--- src/design/dwpi_pkg.sv ---
// Shared constants and arithmetic helpers for the dual wheel PI speed controller.
// No dependencies.
package dwpi_pkg;

    localparam int RAMP_DIVIDE    = 10;
    localparam int COUNTS_PER_REV = 1024;
    localparam int MS_PER_MIN     = 60000;
    localparam int MAX_TARGET_RPM = 9920;
    localparam int MIN_RAMP_RATE  = 100;
    localparam int RAMP_STEP_DIV  = 100;
    localparam int DUTY_MAX       = 32767;

    localparam int TICK_W = $clog2(RAMP_DIVIDE + 1);

    // rate / 100 as multiply by reciprocal, exact for 15 bit rates
    localparam int            RAMP_SHIFT  = 22;
    localparam longint        RAMP_RECIP_L = ((longint'(1) << RAMP_SHIFT) + RAMP_STEP_DIV - 1)
                                             / RAMP_STEP_DIV;
    localparam logic [15:0]   RAMP_RECIP  = 16'(RAMP_RECIP_L);

    // |rpm| * COUNTS_PER_REV / 60000 as multiply by reciprocal, exact for 16 bit magnitudes
    localparam int            EXP_SHIFT   = 26;
    localparam longint        EXP_RECIP_L = ((longint'(1) << EXP_SHIFT) * COUNTS_PER_REV
                                             + MS_PER_MIN - 1) / MS_PER_MIN;
    localparam logic [20:0]   EXP_RECIP   = 21'(EXP_RECIP_L);

    localparam int EXPECT_W = 11;
    localparam int STEP_W   = 9;

    typedef enum logic [2:0] {
        REG_TARGET_LEFT  = 3'd0,
        REG_TARGET_RIGHT = 3'd1,
        REG_RAMP_LEFT    = 3'd2,
        REG_RAMP_RIGHT   = 3'd3,
        REG_PROP_GAIN    = 3'd4,
        REG_INTEG_GAIN   = 3'd5,
        REG_INTEG_LIMIT  = 3'd6
    } cfg_reg_t;

    function automatic logic [STEP_W-1:0] ramp_step(input logic [14:0] rate);
        logic [14:0] r;
        logic [30:0] prod;
        r    = (rate < 15'(MIN_RAMP_RATE)) ? 15'(MIN_RAMP_RATE) : rate;
        prod = {16'd0, r} * {15'd0, RAMP_RECIP};
        return prod[RAMP_SHIFT +: STEP_W];
    endfunction

    function automatic logic signed [15:0] ramp_toward(input logic signed [15:0] now,
                                                       input logic signed [15:0] tgt,
                                                       input logic [STEP_W-1:0] step);
        logic signed [16:0] up;
        logic signed [16:0] dn;
        logic signed [16:0] tgt_x;
        logic signed [15:0] res;
        tgt_x = $signed({tgt[15], tgt});
        up    = $signed({now[15], now}) + $signed({8'd0, step});
        dn    = $signed({now[15], now}) - $signed({8'd0, step});
        if (now < tgt) begin
            res = (up > tgt_x) ? tgt : up[15:0];
        end else begin
            res = (dn < tgt_x) ? tgt : dn[15:0];
        end
        return res;
    endfunction

    function automatic logic signed [EXPECT_W-1:0] rpm_to_counts(input logic signed [15:0] sp);
        logic [16:0]         mag;
        logic [37:0]         prod;
        logic [EXPECT_W-1:0] q;
        mag  = sp[15] ? (17'd0 - {1'b1, sp}) : {1'b0, sp};
        prod = {21'd0, mag} * {17'd0, EXP_RECIP};
        q    = prod[EXP_SHIFT +: EXPECT_W];
        return sp[15] ? $signed(EXPECT_W'(0) - q) : $signed(q);
    endfunction

endpackage

--- src/design/dual_wheel_pi_speed_controller_top.sv ---
// Dual wheel PI speed controller: setpoint ramp, count error, clamped PI law, duty output.
// Depends on dwpi_pkg.
//
// Usage:
//   Input channel s_*: one transaction per 1 ms tick with the signed encoder count
//   deltas of both wheels. Result channel m_*: one transaction per input, carrying
//   duty magnitude and reverse bit for each wheel. Configuration channel cfg_*:
//   register index and data, always ready; write only while the block is idle.
//   Every tenth tick the setpoints step toward the targets before control runs.
//   Pipeline: an accepted input transaction passes the ramp, count conversion,
//   integrator and PI output registers in turn before its result is presented.
//   Throughput: one transaction per cycle unless a waiting result stalls, set by the integrator loop.
//   Reset (aresetn low, synchronous) clears the pipeline, the tick counter,
//   setpoints and integrators, and loads the default register values.
//   When m_ready is low with a result waiting, the whole pipeline holds and
//   s_ready drops; nothing is lost or repeated.
module dual_wheel_pi_speed_controller_top (
    input  logic        aclk,
    input  logic        aresetn,
    input  logic        s_valid,
    output logic        s_ready,
    input  logic [15:0] s_enc_delta_left,
    input  logic [15:0] s_enc_delta_right,
    output logic        m_valid,
    input  logic        m_ready,
    output logic [14:0] m_duty_left,
    output logic        m_reverse_left,
    output logic [14:0] m_duty_right,
    output logic        m_reverse_right,
    input  logic        cfg_valid,
    output logic        cfg_ready,
    input  logic [2:0]  cfg_index,
    input  logic [15:0] cfg_data
);
    import dwpi_pkg::*;

    // configuration
    logic signed [15:0]  target_reg [2];
    logic [STEP_W-1:0]   step_reg [2];
    logic [7:0]          prop_reg;
    logic [7:0]          integ_gain_reg;
    logic [13:0]         limit_reg;

    // state
    logic [TICK_W-1:0]   tick_reg, tick_next;
    logic signed [15:0]  sp_reg [2];
    logic signed [15:0]  sp_next [2];
    logic signed [14:0]  integ_reg [2];
    logic signed [14:0]  integ_next [2];

    // pipeline
    logic                s1_valid_reg, s2_valid_reg, s3_valid_reg, m_valid_reg;
    logic signed [15:0]  s1_sp_reg [2];
    logic signed [15:0]  s1_enc_reg [2];
    logic signed [EXPECT_W-1:0] s2_expect_reg [2];
    logic signed [15:0]  s2_enc_reg [2];
    logic signed [17:0]  s3_err_reg [2];
    logic signed [14:0]  s3_acc_reg [2];
    logic [14:0]         duty_reg [2];
    logic [14:0]         duty_next [2];
    logic                rev_reg [2];
    logic                rev_next [2];

    logic                adv;
    logic                s_take;
    logic [TICK_W-1:0]   tick_inc;
    logic                ramp_now;
    logic signed [15:0]  enc_in [2];
    logic signed [17:0]  err_c [2];
    logic signed [18:0]  acc_c [2];
    logic signed [18:0]  lim_c;
    logic signed [26:0]  p_term [2];
    logic signed [26:0]  i_term [2];
    logic signed [27:0]  u_c [2];
    logic signed [27:0]  u_sat [2];
    logic [27:0]         u_mag [2];

    assign adv       = !m_valid_reg || m_ready;
    assign s_ready   = adv;
    assign s_take    = s_valid && adv;
    assign cfg_ready = 1'b1;
    assign m_valid   = m_valid_reg;
    assign m_duty_left     = duty_reg[0];
    assign m_reverse_left  = rev_reg[0];
    assign m_duty_right    = duty_reg[1];
    assign m_reverse_right = rev_reg[1];
    assign enc_in[0] = $signed(s_enc_delta_left);
    assign enc_in[1] = $signed(s_enc_delta_right);

    always_comb begin
        tick_inc  = tick_reg + TICK_W'(1);
        ramp_now  = (tick_inc >= TICK_W'(RAMP_DIVIDE));
        tick_next = tick_reg;
        if (s_take) begin
            tick_next = ramp_now ? '0 : tick_inc;
        end
        lim_c = $signed({5'd0, limit_reg});
        for (int w = 0; w < 2; w++) begin
            sp_next[w] = (s_take && ramp_now) ?
                         ramp_toward(sp_reg[w], target_reg[w], step_reg[w]) : sp_reg[w];

            err_c[w] = $signed({{7{s2_expect_reg[w][EXPECT_W-1]}}, s2_expect_reg[w]})
                     - $signed({{2{s2_enc_reg[w][15]}}, s2_enc_reg[w]});
            acc_c[w] = $signed({{4{integ_reg[w][14]}}, integ_reg[w]})
                     + $signed({err_c[w][17], err_c[w]});
            if (acc_c[w] > lim_c) begin
                integ_next[w] = lim_c[14:0];
            end else if (acc_c[w] < -lim_c) begin
                integ_next[w] = 15'(-lim_c);
            end else begin
                integ_next[w] = acc_c[w][14:0];
            end

            p_term[w] = 27'($signed({1'b0, prop_reg})) * 27'(s3_err_reg[w]);
            i_term[w] = 27'($signed({1'b0, integ_gain_reg})) * 27'(s3_acc_reg[w]);
            u_c[w]    = 28'(p_term[w]) + 28'(i_term[w]);
            if (u_c[w] > 28'sd32767) begin
                u_sat[w] = 28'(DUTY_MAX);
            end else if (u_c[w] < -28'sd32767) begin
                u_sat[w] = -28'(DUTY_MAX);
            end else begin
                u_sat[w] = u_c[w];
            end
            rev_next[w]  = u_sat[w][27];
            u_mag[w]     = u_sat[w][27] ? (28'd0 - u_sat[w]) : u_sat[w];
            duty_next[w] = u_mag[w][14:0];
        end
    end

    always_ff @(posedge aclk) begin
        if (!aresetn) begin
            tick_reg       <= '0;
            s1_valid_reg   <= 1'b0;
            s2_valid_reg   <= 1'b0;
            s3_valid_reg   <= 1'b0;
            m_valid_reg    <= 1'b0;
            prop_reg       <= 8'd20;
            integ_gain_reg <= 8'd3;
            limit_reg      <= 14'd3000;
            for (int w = 0; w < 2; w++) begin
                target_reg[w] <= '0;
                step_reg[w]   <= ramp_step(15'(MIN_RAMP_RATE));
                sp_reg[w]     <= '0;
                integ_reg[w]  <= '0;
            end
        end else begin
            tick_reg <= tick_next;
            for (int w = 0; w < 2; w++) begin
                sp_reg[w] <= sp_next[w];
            end
            if (adv) begin
                s1_valid_reg <= s_valid;
                s2_valid_reg <= s1_valid_reg;
                s3_valid_reg <= s2_valid_reg;
                m_valid_reg  <= s3_valid_reg;
                if (s2_valid_reg) begin
                    for (int w = 0; w < 2; w++) begin
                        integ_reg[w] <= integ_next[w];
                    end
                end
            end
            if (cfg_valid) begin
                unique case (cfg_index)
                    REG_TARGET_LEFT, REG_TARGET_RIGHT: begin
                        target_reg[cfg_index[0]] <= ($signed(cfg_data) > MAX_TARGET_RPM) ?
                                                    16'(MAX_TARGET_RPM) : $signed(cfg_data);
                    end
                    REG_RAMP_LEFT, REG_RAMP_RIGHT: begin
                        step_reg[cfg_index[0]] <= ramp_step(cfg_data[14:0]);
                    end
                    REG_PROP_GAIN:   prop_reg       <= cfg_data[7:0];
                    REG_INTEG_GAIN:  integ_gain_reg <= cfg_data[7:0];
                    REG_INTEG_LIMIT: limit_reg      <= cfg_data[13:0];
                    default: ;
                endcase
            end
        end
    end

    always_ff @(posedge aclk) begin
        if (adv) begin
            for (int w = 0; w < 2; w++) begin
                s1_sp_reg[w]     <= sp_next[w];
                s1_enc_reg[w]    <= enc_in[w];
                s2_expect_reg[w] <= rpm_to_counts(s1_sp_reg[w]);
                s2_enc_reg[w]    <= s1_enc_reg[w];
                s3_err_reg[w]    <= err_c[w];
                s3_acc_reg[w]    <= integ_next[w];
                duty_reg[w]      <= duty_next[w];
                rev_reg[w]       <= rev_next[w];
            end
        end
    end

endmodule
--- config.mk ---
export PLATFORM = sky130hd
export DESIGN_NAME = dual_wheel_pi_speed_controller_top
export DESIGN_NICKNAME = d
export VERILOG_FILES = /design/src/design/dwpi_pkg.sv /design/src/design/dual_wheel_pi_speed_controller_top.sv
export SDC_FILE = /design/constraint.sdc
export NUM_CORES = 2
export LEC_CHECK = 0
export BUFFER_PORTS_ARGS = -buffer_cell sky130_fd_sc_hd__buf_2
export CAP_MARGIN = 20
export CORE_ASPECT_RATIO = 1.2
export CORE_MARGIN = 2
export CORE_UTILIZATION = 50
export DETAILED_ROUTE_END_ITERATION = 8
export PLACE_DENSITY = 0.77
export SLEW_MARGIN = 20
export SYNTH_ARGS = -nofsm -noshare
export SYNTH_HDL_FRONTEND = slang
export SYNTH_SLANG_ARGS = --single-unit
export TNS_END_PERCENT = 30
--- constraint.sdc ---
create_clock -name aclk -period 10.5 [get_ports aclk]
set_input_delay 0.525 -clock aclk [delete_from_list [all_inputs] [get_ports aclk]]
set_output_delay 0.525 -clock aclk [all_outputs]
set_load 0.1 [all_outputs]
Word-level counts from Yosys, hierarchy flattened --
Memories as Yosys holds them, arrays and structs flattened. Index checks and enable logic that the tools add are counted.
Word-level totals: memories 12, bits of input ports 56, memory bits (writable) 328, output and inout bits 35, bits in registers 38
Cells by class: mux-type cells 51, equal/unequal tests 6, bitwise operators 4, multiply operators 7, add/subtract/negate cells 18, reductions and logical operators 12, order comparisons 17
Memory list:
- s3_err_reg | depth 2, width 18, rd ports 2, clocked after memory_dff 0, wr ports 2, line dual_wheel_pi_speed_controller_top.sv:57 | logic signed [17:0] s3_err_reg [2];
- s1_enc_reg | depth 2, width 16, rd ports 2, clocked after memory_dff 0, wr ports 2, line dual_wheel_pi_speed_controller_top.sv:54 | logic signed [15:0] s1_enc_reg [2];
- s1_sp_reg | depth 2, width 16, rd ports 2, clocked after memory_dff 0, wr ports 2, line dual_wheel_pi_speed_controller_top.sv:53 | logic signed [15:0] s1_sp_reg [2];
- s2_enc_reg | depth 2, width 16, rd ports 2, clocked after memory_dff 0, wr ports 2, line dual_wheel_pi_speed_controller_top.sv:56 | logic signed [15:0] s2_enc_reg [2];
- sp_reg | depth 2, width 16, rd ports 2, clocked after memory_dff 0, wr ports 2, line dual_wheel_pi_speed_controller_top.sv:46 | logic signed [15:0] sp_reg [2];
- target_reg | depth 2, width 16, rd ports 2, clocked after memory_dff 0, wr ports 2, line dual_wheel_pi_speed_controller_top.sv:38 | logic signed [15:0] target_reg [2];
- 6 more memories
Operator list (count):
- 16-bit 2-to-1 mux | 12
- 15-bit 2-to-1 mux | 9
- 28-bit 2-to-1 mux | 4
- 17-bit by 21-bit multiplier with 37-bit output, second input constant | 2
- 27-bit by 24-bit adder with 28-bit output | 2
- 28-bit by 16-bit > comparator with 1-bit output, second input constant | 2
- 28-bit by 16-bit < comparator with 1-bit output, second input constant | 2
- 9-bit by 18-bit multiplier with 27-bit output | 2
- 9-bit by 15-bit multiplier with 24-bit output | 2
- 18-bit by 19-bit < comparator with 1-bit output | 2
- 15-bit by 17-bit adder with 18-bit output | 2
- 18-bit by 15-bit > comparator with 1-bit output | 2
- 16-bit by 10-bit adder with 17-bit output | 2
- 17-bit by 16-bit > comparator with 1-bit output | 2
- 17-bit by 16-bit < comparator with 1-bit output | 2
- 17-bit 2-to-1 mux | 2
- 1-bit by 17-bit subtractor with 17-bit output, first input constant | 2
- 11-bit by 16-bit subtractor with 17-bit output | 2
- 16-bit by 10-bit subtractor with 17-bit output | 2
- 16-bit < comparator | 2
- 1-bit by 15-bit subtractor with 15-bit output, first input constant | 2
- 15-bit by 13-bit multiplier with 28-bit output, second input constant | 1
- 11-bit 2-to-1 mux | 2
- 1-bit by 11-bit subtractor with 11-bit output, first input constant | 2
- 20 further kinds | 49

Longest topological paths before layout --
depth in word-level cells 8, gate-level depth with buffers 39, mapped depth without buffers 35

Worst setup path after synthesis --
Ideal clock, no wire load.
path kind reg2reg, from register m_valid_reg (netlist: m_valid), to memory s1_sp_reg[1][2] (netlist: s1_sp_reg[0][18]), data pin, cell stages (with the launch flop) 9, setup slack 1.387 ns, buffers on the path 3, clock period less this slack 9.113 ns, arrival time 8.858 ns, data required time 10.246 ns, path through dfxtp_1 > nor2b_1 > clkinv_1 > nand2_1 > nor2b_1 > clkbuf_1 > buf_1 > clkbuf_1 > o21a_1
RTL lines:
- start: declaration | line dual_wheel_pi_speed_controller_top.sv:52 | logic s1_valid_reg, s2_valid_reg, s3_valid_reg, m_valid_reg;
- start signal: assignment | line dual_wheel_pi_speed_controller_top.sv:155 | m_valid_reg <= s3_valid_reg;
- end: declaration | line dual_wheel_pi_speed_controller_top.sv:53

==> results by group <==
Timing
  • Final min period: 9730 ps
  • WHS: ~72 ps
  • Rel. slew slack: 25.2%
  • Achievable Freq: 0.103 GHz
  • RSZ-0062 raised after global routing: no
  • Fin crit share: 92.6%
  • Setup violators final: 0
  • Final Slew Violations: 0
  • Worst Setup Slack, final: between 700 and 800 ps
  • Endpoints failing hold: 0
  • Max Clock Skew: 26.1 ps
  • Setup total negative slack: 0 ps
  • Slew @ Worst Pin: 1120 ps

Setup path
  • CP required: 10960 ps
  • Worst path buffer plus inverter count: 5
  • Crit path largest cell delay: 1060 ps
  • Critical path origin: prop_reg[5]
  • Critical path type: reg2reg
  • Crit-path leading delay family: adder cells
  • CP max FO: 28
  • Worst Setup End Kind: flip-flop
  • CP dominant cell by count: fa_1
  • CP max stage cell: dfxtp_1
  • Crit start category: flip-flop
  • Crit path DAT: 10190 ps
  • Reg-to-Reg Start: prop_reg[5]

Detailed routing
  • Final WL: about 140000 um
  • DR pass1 iterations: 6
  • Initial DRC count: roughly 2.8k
  • DRC violations left: 0
  • Vias/cell: 5.49
  • Via count: 43.2k
  • Antenna Violating Nets Remaining: 0
  • Routed WL per cell: 18.0 um

Run status
  • Outcome: complete, no violations

Yosys
  • Avg Inst Size Synth: ~9.6 um^2
  • Cell count after synthesis: 6246
  • Post-synthesis sequential area ratio: 17.1%
  • Distinct cell type count after synthesis: 112
  • Synth warnings: 0
  • Synth Register Bits: 364
  • Synthesized area: 0.0597 mm^2
  • Synth area leaders: fa_1, ha_1, edfxtp_1
  • Number of synthesized flops with an enable pin: 294
  • Synth Flop Type: edfxtp_1
  • Top cell type's share of synthesized area: 28.8%
  • Asr flop ratio synth: 0%
  • Area leader, netlist: fa_1

Floorplanning
  • Total core area: 0.118 mm^2
  • Initial core utilization: just over 50%
  • Die area: between 0.1 and 0.15 mm^2
  • Die height: about 380 um
  • Cell row count: 138
  • Top Ports: 91
  • Chip width: 320 um

CTS
  • CTS root buf: clkbuf_16
  • Htree depth: 2
  • Clock Path Buffers: 3
  • CTS clk-pin slew, worst paths: roughly 60 ps
  • # clock sinks: 364
  • CTS Buf Count: 45
  • CTS tree: done
  • # Post-CTS Setup Buffers: 0
  • Clock latency on the worst-skew pair: 630 ps

Hold path
  • HP Class: in2reg
  • Min-delay src: s_enc_delta_left[0]

Cells and area
  • Most common cell after layout, fill and taps aside: inv_1
  • Area Growth Syn to Fin: 6.29%
  • Max reg flops: 34
  • Fraction of layout cells with a size suffix above 1: 4.84%
  • Nets: 8044
  • Commonest cells after routing, fill and taps aside: inv_1, fa_1, ha_1
  • Layout Utilization: 53.7%

GRT
  • Largest net degree at the start of global routing: 89
  • Congestion Overflow GR: 0
  • Initial antenna violation count: 4
  • Total GRT Usage: a little under a quarter
  • Global-route wire length before repair: 234000 um
  • Vias in the first global route: 46.1k

Placement
  • HPWL Detailed: 118000 um
  • IO Port Bufs: 89
  • Pre-CTS setup slack: roughly 840 ps
  • Gpl congestion: roughly 0.94

Job
  • Max cap viols: 0
## cell type report
| cell class | count | area (um^2) |
|---|---|---|
| antenna | 2 | 5.00 |
| clock buffer | 55 | 1230 |
| clock inverter | 28 | 389 |
| fill | 10300 | 54800 |
| inverter | 1381 | 5190 |
| multi-input combinational | 4365 | 43700 |
| sequential | 364 | 10200 |
| tap | 1540 | 1930 |
| timing repair buffer | 135 | 791 |
## final timing paths
check | end | slack (ps) | depth (start not counted)
worst max-delay path | duty_reg[0][29] | 770 | 33
worst min-delay path | s1_enc_reg[0][0] | 70 | 1
worst max register to register | duty_reg[0][29] | 770 | 33
worst min register to register | s2_enc_reg[0][24] | 420 | 0
## layer usage
layer,vias up,share of wire (%),global-route usage (%)
li1,20200,-,-
met1,21500,40,28.6
met2,1138,51,43.2
met3,325,5.3,3.01
met4,2,4.0,8.67
met5,-,0.0092,0
## cell usage after synthesis (all sizes together) (70+ instances only)
master	number
inv	1380
fa	858
ha	838
nand2	511
and2	341
edfxtp	294
nor2	245
a21oi	192
xnor2	180
o21ai	167
clkbuf	133
a21o	91
nand3	83
nor3	76
dfxtp	70
## per-stage QoR
step,instances,cell area (um^2)
2_1_floorplan,6259,59800
3_3_place_gp,7785,61900
3_5_place_dp,7785,61900
4_1_cts,7868,63500
5_1_grt,7868,63500
6_report,7870,63500
## cell families after synthesis
logic type,share of synthesized area (%)
AND/OR/NAND/NOR,12.9
AO/OA/AOI/OAI,9.62
multiplexers,0.635
XOR/XNOR,3.61
other,0.0126
flip-flops,17.1
adder cells (fa/ha/maj),46.3
buffers and inverters,9.78
## what timing repair did
| action | 4_1_cts | 5_1_grt |
|---|---|---|
| resized for setup | 0 | 1 |
| setup endpoints to repair | 0 | 1 |
| hold buffers | 0 | 0 |
Power is not shown: default switching activity piles up to over one toggle a cycle in this logic, so the estimate is an artifact.
